[config.mk]
export PLATFORM = sky130hd
export DESIGN_NAME = brcq_queue
export DESIGN_NICKNAME = d
export VERILOG_FILES = /design/src/design/assert_macros.svh /design/src/design/brcq_pkg.sv /design/src/design/brcq_queue.sv
export SDC_FILE = /design/constraint.sdc
export NUM_CORES = 1
export LEC_CHECK = 0
export ABC_AREA = 1
export CAP_MARGIN = 20
export CORE_AREA = 2 2 117 141
export CTS_BUF_LIST = sky130_fd_sc_hd__clkbuf_4 sky130_fd_sc_hd__clkbuf_8
export CTS_CLUSTER_SIZE = 20
export DETAILED_ROUTE_END_ITERATION = 8
export DIE_AREA = 0 0 119 143
export DONT_BUFFER_PORTS = 1
export PLACE_DENSITY = 0.61
export SETUP_SLACK_MARGIN = 0.5
export SYNTH_ARGS = -nofsm -noshare
export SYNTH_HDL_FRONTEND = slang
export SYNTH_SLANG_ARGS = --single-unit
export TNS_END_PERCENT = 100
[constraint.sdc]
create_clock -name clk -period 2 [get_ports clk]
set_input_delay 0.2 -clock clk [delete_from_list [all_inputs] [get_ports clk]]
set_output_delay 0.2 -clock clk [all_outputs]
set_load 0.03 [all_outputs]
[src/design/assert_macros.svh]
// ----------------------------------------------------------------------------
// Assertion macros
// Shared concurrent assertion forms for the bit store block.
// ----------------------------------------------------------------------------
`ifndef ASSERT_MACROS_SVH
`define ASSERT_MACROS_SVH

// Same-cycle implication, switched off while reset is asserted.
`define BRCQ_ASSERT_IMPLY(lbl, clk_i, rstn_i, ante, cons) \
	lbl: assert property (@(posedge clk_i) disable iff (!rstn_i) (ante) |-> (cons)) \
		else $error("same-cycle implication failed");

// Next-cycle implication, switched off while reset is asserted.
`define BRCQ_ASSERT_NEXT(lbl, clk_i, rstn_i, ante, cons) \
	lbl: assert property (@(posedge clk_i) disable iff (!rstn_i) (ante) |=> (cons)) \
		else $error("next-cycle implication failed");

`endif

[src/design/brcq_pkg.sv]
// ----------------------------------------------------------------------------
// brcq_pkg
// Types, command codes and the byte mask helper for the bit store block.
// ----------------------------------------------------------------------------
`default_nettype none

package brcq_pkg;

	localparam int ADDR_W = 10;
	localparam int BIT_W  = 3;

	// Request commands as they arrive on the input channel.
	localparam logic [1:0] CMD_LOAD  = 2'd0;
	localparam logic [1:0] CMD_CLEAR = 2'd1;
	localparam logic [1:0] CMD_QUERY = 2'd2;

	// Operation kinds held in the queue.
	localparam logic [1:0] OP_LOAD  = 2'd0;
	localparam logic [1:0] OP_CLEAR = 2'd1;
	localparam logic [1:0] OP_QUERY = 2'd2;
	localparam logic [1:0] OP_ZERO  = 2'd3;

	localparam int QDEPTH = 4;
	localparam int QAW    = 2;

	typedef struct packed {
		logic [1:0]        kind;
		logic [ADDR_W-1:0] s;
		logic [BIT_W-1:0]  sbit;
		logic [ADDR_W-1:0] e;
		logic [BIT_W-1:0]  ebit;
		logic [7:0]        value;
	} op_t;

	typedef struct packed {
		logic full;
		logic empty;
	} q_stat_t;

	typedef struct packed {
		logic init_busy;
		logic res_pend;
	} back_stat_t;

	// Bits of one byte that lie inside the range; bit 7 comes first.
	function automatic logic [7:0] span_mask(input logic first, input logic last,
			input logic [BIT_W-1:0] sbit, input logic [BIT_W-1:0] ebit);
		logic [BIT_W-1:0] hi;
		logic [BIT_W-1:0] lo;
		logic [8:0]       upper;
		logic [8:0]       lower;
		hi    = first ? sbit : 3'd7;
		lo    = last ? ebit : 3'd0;
		upper = (9'd1 << (4'(hi) + 4'd1)) - 9'd1;
		lower = (9'd1 << lo) - 9'd1;
		if (hi < lo) begin
			return 8'd0;
		end
		return upper[7:0] & ~lower[7:0];
	endfunction

endpackage

`default_nettype wire

[src/design/brcq_queue.sv]
// ----------------------------------------------------------------------------
// brcq_queue
// Short first-in first-out queue of operations between front and back.
// ----------------------------------------------------------------------------
`default_nettype none

module brcq_queue (
	input  wire logic          clk,
	input  wire logic          arst_n,
	input  wire logic          push,
	input  wire brcq_pkg::op_t push_op,
	input  wire logic          pop,
	output brcq_pkg::op_t      head_op,
	output brcq_pkg::q_stat_t  q_stat
);
	import brcq_pkg::*;

	op_t            entry_q [QDEPTH];
	logic [QAW-1:0] wr_ptr_q;
	logic [QAW-1:0] rd_ptr_q;
	logic [QAW:0]   count_q;

	always_comb begin
		head_op      = entry_q[rd_ptr_q];
		q_stat.full  = count_q == (QAW + 1)'(QDEPTH);
		q_stat.empty = count_q == '0;
	end

	always_ff @(posedge clk) begin
		if (push) begin
			entry_q[wr_ptr_q] <= push_op;
		end
	end

	always_ff @(posedge clk or negedge arst_n) begin
		if (!arst_n) begin
			wr_ptr_q <= '0;
			rd_ptr_q <= '0;
			count_q  <= '0;
		end else begin
			if (push) begin
				wr_ptr_q <= wr_ptr_q + 1'b1;
			end
			if (pop) begin
				rd_ptr_q <= rd_ptr_q + 1'b1;
			end
			if (push && !pop) begin
				count_q <= count_q + 1'b1;
			end else if (pop && !push) begin
				count_q <= count_q - 1'b1;
			end
		end
	end

endmodule

`default_nettype wire

[Yosys cells after proc, flatten, opt, wreduce, memory -nomap -nowiden]
Memories as Yosys holds them, arrays and structs flattened.
Index checks and enable logic that the tools add are counted.
Cells by class
  $add $sub $neg: 4
  eq/ne operators: 1
  mux-type cells: 4
  reduce and logical (&&, ||, !) cells: 6
Operators by type and width (number)
  $mux W3: 2
  $add A2 B1 Y2 const B: 2
  $add A3 B1 Y3 const B: 1
  $eq A3 B3 Y1 const B: 1
  $logic_not A3 Y1: 1
  $sub A3 B1 Y3 const B: 1
  $logic_and A1 B1 Y1: 2
  $logic_not A1 Y1: 2
  $mux W1: 2
  $reduce_bool A2 Y1: 1
Word-level totals
  register bits after elaboration: 7
  memory bits (writable): 144
  memories: 1
Memory list
  entry_q: depth 4, bits a word 36, rd ports 1, clocked after memory_dff 0, wr ports 1, RTL line brcq_queue.sv:18  | op_t entry_q [QDEPTH];

[Depth between registers and ports, before layout]
  word-level depth: 4
  depth in mapped cells: 9
  mapped depth without buffers: 9

[Least setup slack after synthesis]
No wires, ideal clock.
  kind: reg-to-reg
  from: register wr_ptr_q[0]
  to: memory entry_q[2][0] (netlist name) (enable)
  arrival time: 1.375 ns
  path slack: 0.235 ns
  stages on the path, launching flop included: 5
  path buffers: 0
  clock period less this slack: 1.765 ns
  cell sequence: dfrtp_1 -> inv_1 -> ha_1 -> nand2_1 -> inv_1
RTL lines
  start: declaration: RTL line brcq_queue.sv:19  | logic [QAW-1:0] wr_ptr_q;
  start signal: assignment: RTL line brcq_queue.sv:42  | wr_ptr_q <= wr_ptr_q + 1'b1;
  end: declaration: RTL line brcq_queue.sv:18
No word-level cell before the write port.

==> flow_metrics.env <==
export IMPL_ys_seq_area_share_pct=73.1
export IMPL_critPathMaxStageDelay_ns=0.52
export IMPL_nNetsFinal=579
export IMPL_netlist_cell_type_count=19
export IMPL_crit_type="flop to primary output"
export IMPL_r2r_end="entry_q[1][15]$_DFFE_PP_"
export IMPL_syn_to_final_growth_pct=22.0
export IMPL_crit_path_top_delay_cell="dfrtp_4"
export IMPL_register_area_sq_um=4510
export IMPL_dp_hpwl_um=7070
export IMPL_fin_hold_ws_ns=0.0532
export IMPL_root_buffer="clkbuf_8"
export IMPL_cts_tree="done"
export IMPL_hold_path_class="input pin to flop"
export IMPL_end_kind="primary output"
export IMPL_multiInputGateArea_sq_um=1250
export IMPL_vias=3609
export IMPL_slew_headroom_pct=72.5
export IMPL_grt_pass1_vias=3659
export IMPL_setup_violations_final=0
export IMPL_hold_end="count_q[0]$_DFFE_PN0P_"
export IMPL_start_util_pct=39.5
export IMPL_grt_pass1_wl_um=19600
export IMPL_synth_nets=513
export IMPL_path_cells="buf_12, o211ai_1, nand2_1, buf_4"
export IMPL_finalCritPeriodShare_pct=93.5
export IMPL_rsz0062_at_grt="true"
export IMPL_worstMarginPinSlew_ns=0.411
export IMPL_cp_max_fo=57
export IMPL_syn_inst=467
export IMPL_p_per_area_nw_per_um2=1500
export IMPL_die_area_sq_um=17000
export IMPL_cts_buffer_depth=2
export IMPL_numCtsBuffers=17
export IMPL_syn_area_per_cell_sq_um=13.2
export IMPL_gp_congestion=0.694
export IMPL_wl_um=12200
export IMPL_die_h_um=143
export IMPL_clk_pin_slew_ns=0.09
export IMPL_wl_per_cell_um=16.2
export IMPL_max_freq_mhz=535
export IMPL_firstDrtPassIters=5
export IMPL_clock_latency_ns=0.47
export IMPL_final_common_cell="edfxtp_1"
export IMPL_synth_area_sq_um=6160
export IMPL_fill_cells=1334
export IMPL_std_cell_rows=50
export IMPL_ys_ff_latch=151
export IMPL_finClkSkew_ns=0.0105
export IMPL_rr_worst_depth=5
export IMPL_antenna_found_initial=0
export IMPL_cp_start_kind="flop"
export IMPL_ys_warn_count=0
export IMPL_layout_drive_gt1_share_pct=21.2
export IMPL_clock_sinks=151
export IMPL_cp_required_ns=1.80
export IMPL_crit_buf_inv=2
export IMPL_grt_overflow=0
export IMPL_drt_iter0_drc=175
export IMPL_timing_rr_start="wr_ptr_q[1]$_DFFE_PN0P_"
export IMPL_htree_levels=4
export IMPL_status="finished, final reports clean"
export IMPL_worstPathArrival_ns=1.67
export IMPL_layout_common_cells="edfxtp_1, nand2_1, inv_1, o211ai_1, dlygate4sd3_1"
export IMPL_grt_usage_pct=15.4
export IMPL_whs_path_depth=3
export IMPL_diodes=0
export IMPL_fin_setup_tns_ns=0
export IMPL_r2r_slack_ns=0.55
export IMPL_layout_min_cycle_time_ns=1.87
export IMPL_grt_max_degree=58
export IMPL_startpoint="rd_ptr_q[0]$_DFFE_PN0P_"
export IMPL_io_buffers=0
export IMPL_vias_per_cell=4.79
export IMPL_die_w_um=119
export IMPL_antenna_left=0
export IMPL_io_pins=78
export IMPL_drc=0
export IMPL_core_area_sq_um=15600
export IMPL_cp_top_family="flip-flops"
export IMPL_hold_violations=0
export IMPL_hp_start="pop"
export IMPL_drv_cap=0
export IMPL_leakagePower_uw=0.00285
export IMPL_maxSlewViolCount=0
export IMPL_irDropWorstVdd_mv=0.692
## worst register-to-register path, stage by stage, from the launching register on
cell and delay (ns):
dfrtp_1 0.42, inv_2 0.09, ha_2 0.17, nand2_2 0.06, clkinvlp_4 0.09, bufbuf_16 0.32
## worst max path at each step
stage               slack (ns)                       end  cells past startpoint
floorplan                 0.43   entry_q[0][0]$_DFFE_PP_                      4
global placement          0.35  entry_q[3][29]$_DFFE_PP_                      4
detailed placement        0.31  entry_q[3][33]$_DFFE_PP_                      4
CTS                       0.09               head_op[12]                      4
global route              0.04               head_op[12]                      4
finish                    0.13               head_op[12]                      4
## per-stage QoR
| stage | area, sq um | setup WS [ns] | total power [uW] | cells | util, % |
|---|---|---|---|---|---|
| after floorplan | 6190 | 0.431 | 7770 | 467 | - |
| after global placement | 6450 | 0.353 | 8420 | 668 | 41.4 |
| after detailed placement | 6450 | 0.307 | 8530 | 668 | 41.4 |
| after CTS | 7500 | 0.0890 | 11400 | 752 | 48.2 |
| after global routing | 7510 | 0.0398 | 11900 | 754 | 48.2 |
| final | 7510 | 0.130 | 11300 | 754 | 48.2 |
## where the power goes
part | internal, uW | switching, uW | total (uW)
Sequential | 4150 | 220 | 4370
Combinational | 1330 | 3300 | 4630
Clock | 1110 | 1160 | 2270
## final cells by class
| class | instances | share of cell area, % |
|---|---|---|
| inverters | 84 | 4.56 |
| flip-flops and latches | 151 | 60.0 |
| repair buffers | 71 | 10.2 |
| multi-input cells | 208 | 16.6 |
| well taps | 208 | 3.46 |
| clock buffers | 17 | 3.11 |
| clock inverters | 15 | 2.08 |
## state kept, by name, indices dropped and copies added (netlist names)
name / cells
entry_q: 144
rd_ptr_q: 2
count_q: 3
wr_ptr_q: 2
## logic make-up after synthesis
group | after synthesis | synth area share, %
buffers and inverters | 108 | 8.45
AND/OR/NAND/NOR | 125 | 7.72
adder cells (fa/ha/maj) | 6 | 1.34
flip-flops | 151 | 73.1
XOR/XNOR | 4 | 0.569
AO/OA/AOI/OAI | 73 | 8.86
## Yosys cell counts
master / n / area, sq um
edfxtp_1: 144 / 4320
clkbuf_1: 1 / 3.75
nand3_1: 1 / 5.00
inv_1: 83 / 312
xor2_1: 3 / 26.3
nor3_1: 2 / 10.0
buf_6: 2 / 22.5
clkinv_4: 1 / 8.76
dfrtp_1: 7 / 175
buf_4: 10 / 75.1
o211ai_1: 72 / 541
fa_1: 1 / 20.0
nand4_1: 1 / 6.26
xnor2_1: 1 / 8.76
ha_1: 5 / 62.6
nand2_1: 121 / 454
o21ai_1: 1 / 5.00
buf_2: 6 / 30.0
clkbuf_8: 5 / 68.8
## metal layers
layer | track usage [%] | vias to the layer above | routed length (um)
li1 | - | 1745 | -
met1 | 18.5 | 1756 | 5230
met2 | 25.7 | 94 | 6170
met3 | 4.51 | 14 | 677
met4 | 6.83 | 0 | 180
met5 | 0 | - | 0
## what timing repair did
item                                    CTS  global route
endpoints found under the hold margin   156             0
pin swaps                                38            19
hold buffers                             39             0
gates resized for setup                  41             2
endpoints found under the setup margin  162            83
buffers inserted                         11             2
cloned                                    2             0
(Power assumes the default switching activity.)
