--- src/design/assert_macros.svh ---
// ----------------------------------------------------------------------------
// Assertion macros
// Shared concurrent assertion forms for the bit store block.
// ----------------------------------------------------------------------------
`ifndef ASSERT_MACROS_SVH
`define ASSERT_MACROS_SVH

// Same-cycle implication, switched off while reset is asserted.
`define BRCQ_ASSERT_IMPLY(lbl, clk_i, rstn_i, ante, cons) \
	lbl: assert property (@(posedge clk_i) disable iff (!rstn_i) (ante) |-> (cons)) \
		else $error("same-cycle implication failed");

// Next-cycle implication, switched off while reset is asserted.
`define BRCQ_ASSERT_NEXT(lbl, clk_i, rstn_i, ante, cons) \
	lbl: assert property (@(posedge clk_i) disable iff (!rstn_i) (ante) |=> (cons)) \
		else $error("next-cycle implication failed");

`endif

--- src/design/brcq_pkg.sv ---
// ----------------------------------------------------------------------------
// brcq_pkg
// Types, command codes and the byte mask helper for the bit store block.
// ----------------------------------------------------------------------------
`default_nettype none

package brcq_pkg;

	localparam int ADDR_W = 10;
	localparam int BIT_W  = 3;

	// Request commands as they arrive on the input channel.
	localparam logic [1:0] CMD_LOAD  = 2'd0;
	localparam logic [1:0] CMD_CLEAR = 2'd1;
	localparam logic [1:0] CMD_QUERY = 2'd2;

	// Operation kinds held in the queue.
	localparam logic [1:0] OP_LOAD  = 2'd0;
	localparam logic [1:0] OP_CLEAR = 2'd1;
	localparam logic [1:0] OP_QUERY = 2'd2;
	localparam logic [1:0] OP_ZERO  = 2'd3;

	localparam int QDEPTH = 4;
	localparam int QAW    = 2;

	typedef struct packed {
		logic [1:0]        kind;
		logic [ADDR_W-1:0] s;
		logic [BIT_W-1:0]  sbit;
		logic [ADDR_W-1:0] e;
		logic [BIT_W-1:0]  ebit;
		logic [7:0]        value;
	} op_t;

	typedef struct packed {
		logic full;
		logic empty;
	} q_stat_t;

	typedef struct packed {
		logic init_busy;
		logic res_pend;
	} back_stat_t;

	// Bits of one byte that lie inside the range; bit 7 comes first.
	function automatic logic [7:0] span_mask(input logic first, input logic last,
			input logic [BIT_W-1:0] sbit, input logic [BIT_W-1:0] ebit);
		logic [BIT_W-1:0] hi;
		logic [BIT_W-1:0] lo;
		logic [8:0]       upper;
		logic [8:0]       lower;
		hi    = first ? sbit : 3'd7;
		lo    = last ? ebit : 3'd0;
		upper = (9'd1 << (4'(hi) + 4'd1)) - 9'd1;
		lower = (9'd1 << lo) - 9'd1;
		if (hi < lo) begin
			return 8'd0;
		end
		return upper[7:0] & ~lower[7:0];
	endfunction

endpackage

`default_nettype wire

--- src/design/brcq_front.sv ---
// ----------------------------------------------------------------------------
// brcq_front
// Accepts requests, drops those with no effect and trims ranges to the store.
// ----------------------------------------------------------------------------
`default_nettype none

module brcq_front #(
	parameter int BYTES = 1024
) (
	input  wire logic                 in_valid,
	output logic                      in_stall,
	input  wire logic [1:0]           cmd,
	input  wire logic [9:0]           start_byte,
	input  wire logic [2:0]           start_bit,
	input  wire logic [9:0]           end_byte,
	input  wire logic [2:0]           end_bit,
	input  wire logic [7:0]           load_value,
	input  wire brcq_pkg::q_stat_t    q_stat,
	input  wire brcq_pkg::back_stat_t b_stat,
	output logic                      push,
	output brcq_pkg::op_t             push_op
);
	import brcq_pkg::*;

	logic accept;
	logic start_in;
	logic end_in;
	logic empty_range;
	logic keep;

	always_comb begin
		in_stall    = q_stat.full | b_stat.init_busy;
		accept      = in_valid & ~in_stall;
		start_in    = 32'(start_byte) < 32'(BYTES);
		end_in      = 32'(end_byte) < 32'(BYTES);
		empty_range = !start_in || (start_byte > end_byte) ||
			((start_byte == end_byte) && (end_bit > start_bit));

		// A range running past the store ends with the whole of its last byte.
		push_op.s     = start_byte;
		push_op.sbit  = start_bit;
		push_op.e     = end_in ? end_byte : ADDR_W'(BYTES - 1);
		push_op.ebit  = end_in ? end_bit : 3'd0;
		push_op.value = load_value;

		unique case (cmd)
			CMD_LOAD: begin
				push_op.kind = OP_LOAD;
				keep         = start_in;
			end
			CMD_CLEAR: begin
				push_op.kind = OP_CLEAR;
				keep         = !empty_range;
			end
			CMD_QUERY: begin
				push_op.kind = empty_range ? OP_ZERO : OP_QUERY;
				keep         = 1'b1;
			end
			default: begin
				push_op.kind = OP_LOAD;
				keep         = 1'b0;
			end
		endcase

		push = accept & keep;
	end

endmodule

`default_nettype wire

--- config.mk ---
export PLATFORM = sky130hd
export DESIGN_NAME = brcq_front
export DESIGN_NICKNAME = d
export VERILOG_FILES = /design/src/design/assert_macros.svh /design/src/design/brcq_pkg.sv /design/src/design/brcq_front.sv
export SDC_FILE = /design/constraint.sdc
export NUM_CORES = 1
export LEC_CHECK = 0
export BUFFER_PORTS_ARGS = -buffer_cell sky130_fd_sc_hd__buf_2
export CAP_MARGIN = 20
export CELL_PAD_IN_SITES_DETAIL_PLACEMENT = 1
export CELL_PAD_IN_SITES_GLOBAL_PLACEMENT = 1
export CORE_MARGIN = 2
export CORE_UTILIZATION = 24
export DETAILED_ROUTE_END_ITERATION = 10
export PLACE_DENSITY_LB_ADDON = 0.08
export RECOVER_POWER = 100
export SETUP_SLACK_MARGIN = 0.1
export SLEW_MARGIN = 30
export SYNTH_ARGS = -nofsm -noshare
export SYNTH_HDL_FRONTEND = slang
export SYNTH_SLANG_ARGS = --single-unit
--- constraint.sdc ---
create_clock -name vclk -period 3.8
set_input_delay 0.38 -clock vclk [all_inputs]
set_output_delay 0.38 -clock vclk [all_outputs]
set_load 0.02 [all_outputs]
# Word-level counts from Yosys, hierarchy flattened
# Index checks and enable logic that the tools add are counted.
totals:
  elab_cells: 17
  inputBits: 41
  regBits: 0
op_classes:
  mux: 3
  n_bitwise: 4
  eq_ne: 3
  n_reduce_logical: 5
  n_lt_le_gt_ge: 2
op_table:
  columns: ["operator", "count"]
  rows:
  - ["$eq 10x10->1", 1]
  - ["$gt 10x10->1", 1]
  - ["$pmux 2 s2", 1]
  - ["$gt 3x3->1", 1]
  - ["$and 1x1->1", 2]
  - ["$eq 2x1->1 const B", 1]
  - ["$eq 2x2->1 const B", 1]
  - ["$logic_not 2->1", 1]
  - ["$pmux 1 s2", 1]
  - ["$reduce_or 2->1", 1]
  - ["$logic_and 1x1->1", 1]
  - ["$logic_not 1->1", 1]
  - ["$logic_or 1x1->1", 1]
  - ["$mux 1", 1]
  - ["$not 1->1", 1]
  - ["$or 1x1->1", 1]

# Depth between registers and ports, before layout
# Gate-level depths: netlist (run 1).
logic_depth:
  word_depth: 6
  mapped_depth: 6
  depth_no_buf: 6

# Worst setup path before layout (run 1)
# No wires, ideal clock.
synth_timing:
  path_kind: "input to output"
  startpoint: "input port end_byte[9]"
  endpoint: "output port push_op[34] (netlist name)"
  n_path_buf: 0
  arrival_ns: 1.660
  setup_slack_ns: 1.760
  path_stages: 6
  cell_sequence: "inv_1 > ha_1 > nand2_1 > nor3_2 > a221oi_2 > o31ai_1"
synth_rtl:
  columns: ["item", "line_no", "source"]
  rows:
  - ["from (decl)", "brcq_front.sv:15", "input wire logic [9:0] end_byte,"]
  - ["to (decl)", "brcq_front.sv:21", "output brcq_pkg::op_t push_op"]

# Worst setup path after layout (run 1)
layout_timing:
  startpoint: "input port start_byte[0]"
  endpoint: "output port push"
layout_via:
  elab_chain_len: 6
  word_cells_on_any_way: 7
  cone_classes: "order compare: 1; eq/ne: 1; mux: 1; bitwise: 1; reduce/logical: 3"
layout_lines:
  columns: ["item", "line_no", "source"]
  rows:
  - ["from (decl)", "brcq_front.sv:13", "input wire logic [9:0] start_byte,"]
  - ["branches (longest 2 deep; another with $gt 10x10->1)", null, null]
  - ["$logic_or 1x1->1 *", "brcq_front.sv:36", "empty_range = !start_in || (start_byte > end_byte) ||"]
  - ["$logic_not 1->1 *", "brcq_front.sv:53", "keep = !empty_range;"]
  - ["$pmux 1 s2 *", "brcq_front.sv:46", "unique case (cmd)"]
  - ["$and 1x1->1 *", "brcq_front.sv:65", "push = accept & keep;"]
  - ["to (decl)", "brcq_front.sv:20", "output logic push,"]
# Mark *: on every way between the ends.

==> results of run 1 <==
==> area by class of cell <==
type                       instances  area share [%]
inverter                          16            8.05
multi-input combinational         44            50.5
tap                               31            5.20
timing repair buffer              61            36.2
==> power by group <==
| part | total (mW) | leakage, nW | switching (mW) | internal (mW) |
|---|---|---|---|---|
| clock network | 0 | 0 | 0 | 0 |
| logic | 0.0912 | 0.437 | 0.0551 | 0.0361 |
| registers | 0 | 0 | 0 | 0 |
==> cells in the mapped netlist <==
master	number
buf_4	34
ha_1	17
inv_1	16
nand2_1	5
a21oi_1	4
o21ai_0	3
nor2_1	2
or2_2	2
a211oi_1	1
a21o_1	1
a221oi_2	1
nand2b_4	1
nand3_1	1
nand4_1	1
nor3_2	1
nor4b_1	1
o2111a_1	1
o31a_1	1
o31ai_1	1
==> cells in the final DEF, fill, tap and decap left out <==
cell / n
or2_2: 2
nor3_1: 1
nand3_1: 1
o2111a_1: 1
a21oi_1: 4
nand2_1: 5
inv_1: 16
o31a_1: 1
a221oi_1: 1
o21ai_0: 3
nand2b_4: 1
o31ai_1: 1
ha_1: 17
nor2_1: 2
clkbuf_1: 28
nand4_1: 1
buf_2: 33
a21o_1: 1
nor4b_1: 1
a211oi_1: 1
==> cell families (layout without fill, tap and decap cells) <==
kind of cell,Yosys count,in the layout,synth area share (%)
compound gates,13,13,13.2
fa+ha+maj,17,17,30.2
buf+inv,50,77,44.8
simple gates,14,14,11.7
==> worst paths after layout <==
path	startpoint	endpoint	slack, ns	depth (start not counted)
worst max-delay path	start_byte[0]	push	1.61	8
worst min-delay path	load_value[7]	push_op[7]	0.76	0
==> stage by stage <==
stage,utilization [%],setup WS [ns],cells
2_1_floorplan,-,1.76,94
3_3_place_gp,28.5,1.65,152
3_5_place_dp,28.5,1.65,152
4_1_cts,28.5,1.65,152
5_1_grt,26.8,1.49,152
6_report,26.8,1.61,152
==> per-layer routing <==
metal,up-vias,share of wire [%],GRT usage [%]
li1,327,-,-
met1,264,38,9.88
met2,34,49,16.2
met3,4,11,0
met4,0,1.1,1.66
met5,-,0,0
==> critical path, cell delays in order <==
cell	delay, ns
buf_2	0.08
inv_1	0.04
ha_1	0.30
nand2b_4	0.14
a21o_1	0.17
a221oi_1	0.35
o31a_1	0.20
buf_2	0.16
==> results.cfg, run 1 <==
[status]
status = finished clean

[setup_path]
crit_path_end_kind = primary output
path_class = input port to primary output
setup.worst_path.start_class = input port
cp_max_fo = 2
arrival_ns = 1.81
critical_path_required_ns = 3.42

[global_routing]
grt_pass1_vias = 600
grt_overflow_total = 0
antenna_found_initial = 0
grt_max_degree = 4
track_usage_pct = 8.22
grt_pass1_wl_um = 2340

[timing]
hold_slack_ns = 0.760
finalSetupViolations = 0
slew_headroom_pct = 78.4
grt_setup_unrepaired = no
tightestPinTransition_ns = 0.324
fin_tns_setup_ns = 0
hold_viol = 0
slew_viol_final = 0
fin_crit_ns = 2.19
timing.fmax_mhz = 456
finalCritPeriodShare_pct = 57.7

[floorplanning]
initial_core_util_pct = 25.3
ios = 79
coreArea_sq_um = 2780
fp.dieH_um = 58.1
fp.dieW_um = 58.1
num_rows = 19
dieArea_sq_um = 3380

[cells_and_area]
final_nets = 181
nClkBuffers = 0
areaGrowthSynthToFinish_pct = 6.05
multi_input_area_sq_um = 377
insertedDiodeCount = 0
drive_gt1_share_pct = 29.8
fill_cells = 384
seq_area_sq_um = 0
design.seq.count = 0
design_area_sq_um = 746

[power_and_ir_drop]
ir_worst_vdd_mv = 0.0311
leakagePower_nw = 0.437
power.total_uw = 91.2
p_per_area_nw_per_um2 = 122

[synthesis]
synth.area.top_cells = buf_4 36%, ha_1 30%, inv_1 8.5%
synth_top_area_share_pct = 36.3
syn-num-nets = 152
ys_seq_area_share_pct = 0
synth_top_area_cell = buf_4
syn_avg_cell_area_sq_um = 7.48
postSynthCellCount = 94
netlist_area_sq_um = 703
synth_cell_types = 19
yosys_warnings = 0

[drt]
vias = 629
routedWlPerCell_um = 9.57
dr.pass1.iters = 4
drc = 0
via_per_inst = 4.14
ant_nets = 0
wirelength_um = 1460
drt_iter0_markers = 3

[place]
place.gp.congestion = 0.672
dpl_cell_area_sq_um = 792
detailed_place_hpwl_um = 1410
io_buffers = 61

[run]
max-cap-violations = 0

[cts]
cts-resized-gates = 0
postCtsHoldBufs = 0
postCtsSetupRepairBufs = 0

[hold_path]
hold_path.class = input port to primary output
Power figures use the tool's default switching activity.
==> run 2: changes to the inputs <==
Settings changed: CORE_UTILIZATION 24 to 20.
Clock period 3.8 ns to 1.8 ns, I/O delays scaled along.
==> results.cfg, run 2 (same netlist as run 1, synthesis figures left out) <==
[status]
status = finished clean

[hold_path]
hold_path.class = input port to primary output
holdPathStages = 0

[global_routing]
grt_overflow_total = 0
grt_pass1_vias = 641
grt.met3_usage_pct = 0.714
use_met1_pct = 8.62
antenna_found_initial = 0
grt_max_degree = 4
track_usage_pct = 7.50
grt_pass1_wl_um = 2630
top_usage_layer = met2
grtUsageMet2_pct = 15.3

[cells_and_area]
design.seq.count = 0
areaGrowthSynthToFinish_pct = 19.6
final_nets = 181
nClkBuffers = 0
insertedDiodeCount = 0
drive_gt1_share_pct = 37.2
seq_area_sq_um = 0
fill_cells = 450
final_cell_mix = 31 x buf_2, 28 x clkbuf_1, 14 x inv_1, 13 x ha_1
final_common_cell = buf_2

[timing]
finalSetupViolations = 0
hold_viol = 0
slew_viol_final = 0
slew_headroom_pct = 82.5
finalCritPeriodShare_pct = 92.3
fin_tns_setup_ns = 0
timing.fmax_mhz = 602
tightestPinTransition_ns = 0.259
grt_setup_unrepaired = yes
fin_crit_ns = 1.66

[setup_path]
arrival_ns = 1.48
cp_max_fo = 2
cp-startpoint = start_bit[1]
critical_path_required_ns = 1.62
crit_chain = buf_2 -> inv_1 -> ha_1 -> nand3_1 -> o21ai_0 -> o2111a_1 -> o31ai_1 -> clkbuf_2
endpoint = push_op[34]
crit_path_end_kind = primary output
path_class = input port to primary output
setup.worst_path.start_class = input port
crit_slowest_cell = ha_1
crit_path_max_incr_delay_ns = 0.29

[power_and_ir_drop]
ir_worst_vdd_mv = 0.0613
power.total_uw = 217
leakagePower_nw = 0.447
p_per_area_nw_per_um2 = 258

[cts]
postCtsSetupRepairBufs = 0
postCtsHoldBufs = 0

[drt]
routedWlPerCell_um = 9.38
ant_nets = 0
dr.pass1.iters = 2
via_per_inst = 3.87
drc = 0
wirelength_um = 1570
drt_iter0_markers = 3
vias = 646

[floorplanning]
coreArea_sq_um = 3360
dieArea_sq_um = 4010
num_rows = 21
ios = 79
initial_core_util_pct = 20.9
fp.dieW_um = 63.3
fp.dieH_um = 63.3

[place]
place.gp.congestion = 0.635
detailed_place_hpwl_um = 1400
io_buffers = 61

[run]
max-cap-violations = 0
-- run 2: worst min-delay path by stage --
| stage | start | end | slack [ns] |
|---|---|---|---|
| detailed placement | load_value[3] | push_op[3] | 0.36 |
| finish | load_value[0] | push_op[0] | 0.36 |
| global placement | load_value[3] | push_op[3] | 0.36 |
| global route | load_value[6] | push_op[6] | 0.36 |
| floorplan | load_value[0] | push_op[0] | 0.47 |
| CTS | load_value[3] | push_op[3] | 0.36 |
-- run 2: repair_timing --
action	CTS	global route
pin swaps	5	6
endpoints found under the setup margin	2	2
resized for setup	4	7
-- run 2: stage by stage --
step,worst slack (ns),instances,util [%],hold WS [ns],area (sq um)
floorplan,0.160,94,-,0.473,703
global placement,0.0474,167,24.1,0.360,811
detailed placement,0.0496,167,24.1,0.360,811
CTS,0.104,167,25.3,0.360,851
global route,0.0416,167,25.0,0.360,841
finish,0.139,167,25.0,0.360,841
-- run 2: power breakdown --
group	leakage (nW)	switching (mW)	total, mW	internal [mW]
Sequential	0	0	0	0
Clock	0	0	0	0
Combinational	0.447	0.129	0.217	0.0874
Total	0.447	0.129	0.217	0.0874
-- run 2: metal layers --
metal	wire length (um)	up-vias	part of all wire, %
met5	0	-	0
met4	0	0	0
met3	158	0	10
met2	798	35	51
met1	609	284	39
li1	-	327	-
-- run 2: worst max-delay path, delay by kind of cell --
| kind | cells | cell delay, ns |
|---|---|---|
| compound gates | 3 | 0.58 |
| simple gates | 1 | 0.08 |
| fa+ha+maj | 1 | 0.29 |
| buf+inv | 3 | 0.34 |
-- run 2: final cells by class --
| type | instances | area, sq um | area share, % |
|---|---|---|---|
| repair buffers | 61 | 277 | 32.9 |
| inverters | 16 | 60.1 | 7.14 |
| multi-input cells | 44 | 447 | 53.1 |
| well taps | 46 | 57.6 | 6.85 |
==> run 3: changes to the inputs <==
Settings changed: CORE_ASPECT_RATIO from default to 0.7, RECOVER_POWER 100 to default.
==> results.cfg, run 3 (same netlist as run 1, synthesis figures left out) <==
[drt]
routedWlPerCell_um = 10.7
route.met3.wl_um = 137
vias = 660
dr.pass1.iters = 2
drt_iter0_markers = 8
wirelength_um = 1800
via_per_inst = 3.93
wl_met1_um = 756
wl_met2_um = 901
ant_nets = 0
routed.top_layer = met4
drc = 0

[place]
dp_slack_ns = -0.00171
place.gp.congestion = 0.707
place_inst = 168
io_buffers = 61
detailed_place_hpwl_um = 1560

[power_and_ir_drop]
combPwrFrac_pct = 100.0
switchingPower_uw = 142
p_per_area_nw_per_um2 = 261
switching_share_pct = 54.4
ir_worst_vdd_mv = 0.0844
p_int_uw = 120
p_clk_share_pct = 0
leakagePower_nw = 0.541
power_frac_seq_pct = 0

[global_routing]
antenna_found_initial = 0
track_usage_pct = 7.76
grt_pass1_vias = 612
grt_max_degree = 4
grt_pass1_wl_um = 2550
grt_overflow_total = 0

[cells_and_area]
insertedDiodeCount = 0
drive_gt1_share_pct = 69.4
design.seq.count = 0
final_cell_mix = 52 x buf_2, 11 x inv_1, 9 x ha_1, 8 x ha_4, 7 x buf_6
final_common_cell = buf_2
seq_area_sq_um = 0
areaGrowthSynthToFinish_pct = 42.7
final_nets = 181
fill_cells = 416
layout.cells.non_filler = 168
nClkBuffers = 0
multi_input_area_sq_um = 520

[timing]
grt_setup_unrepaired = yes
timing.fmax_mhz = 603
slew_viol_final = 0
fin_tns_setup_ns = 0
finalCritPeriodShare_pct = 92.1
tightestPinTransition_ns = 0.316
layout_setup_ws_ns = 0.142
finalSetupViolations = 0
hold_viol = 0
hold_slack_ns = 0.360
fin_crit_ns = 1.66
slew_headroom_pct = 78.6

[setup_path]
critical_path_required_ns = 1.62
crit_slowest_cell = a221oi_4
arrival_ns = 1.48
crit_path_end_kind = primary output
crit_path_max_incr_delay_ns = 0.32
cp_max_fo = 2
crit_chain = buf_8 -> inv_4 -> ha_4 -> nand2b_4 -> a21o_1 -> a221oi_4 -> o31a_1 -> buf_6
setup.worst_path.start_class = input port
path_class = input port to primary output

[run]
max-cap-violations = 0

[floorplanning]
fp.dieH_um = 53.6
dieArea_sq_um = 4010
initial_core_util_pct = 21.6
fp.dieW_um = 74.9
ios = 79
num_rows = 17
coreArea_sq_um = 3250

[cts]
postCtsSetupRepairBufs = 0
postCtsHoldBufs = 0

[status]
status = finished clean

[hold_path]
hold_path.class = input port to primary output
==> run 3: changes by cell type in the layout (fill, tap and decap cells not counted), moves of 2 or more <==
cell	before	now
ha_4	4	8
ha_1	13	9
clkbuf_1	28	0
buf_2	31	52
inv_2	2	4
inv_1	14	11
buf_6	1	7
==> run 3: critical path: cells and delay by family <==
kind,cells,cell delay (ns)
AND/OR/NAND/NOR,1,0.13
AO/OA/AOI/OAI,3,0.71
buffers and inverters,3,0.27
adder cells (fa/ha/maj),1,0.20
==> run 3: layout make-up <==
cell class	instances	share of cell area (%)
inverter	16	6.23
multi-input combinational	44	51.9
timing repair buffer	61	36.0
tap	47	5.86
==> run 3: power groups by stage <==
stage | sequential [mW] | clock, mW | combinational (mW)
after detailed placement | 0 | 0 | 0.211
after global routing | 0 | 0 | 0.289
after global placement | 0 | 0 | 0.207
after CTS | 0 | 0 | 0.237
after floorplan | 0 | 0 | 0.188
final | 0 | 0 | 0.262
==> run 3: final timing paths <==
path	from	end	slack (ns)	cells past startpoint
worst max-delay path	start_byte[0]	push	0.14	8
worst min-delay path	load_value[4]	push_op[4]	0.36	0
==> run 3: per-layer routing <==
metal / GRT usage [%] / up-vias
met5: 0 / -
met4: 0.595 / 0
met2: 15.1 / 34
met3: 0.375 / 4
met1: 9.89 / 294
li1: - / 328
==> run 3: per-stage QoR <==
stage | utilization (%) | total power [mW] | area, sq um
6_report | 30.8 | 0.262 | 1000
5_1_grt | 30.8 | 0.289 | 1000
4_1_cts | 28.2 | 0.237 | 918
3_5_place_dp | 25.0 | 0.211 | 812
3_3_place_gp | 25.0 | 0.207 | 812
2_1_floorplan | - | 0.188 | 703
==> run 3: repair_timing <==
action                                 4_1_cts  5_1_grt
resized for setup                           17       17
pin swaps                                   11        7
endpoints found under the hold margin        0        0
setup endpoints to repair                    2        2
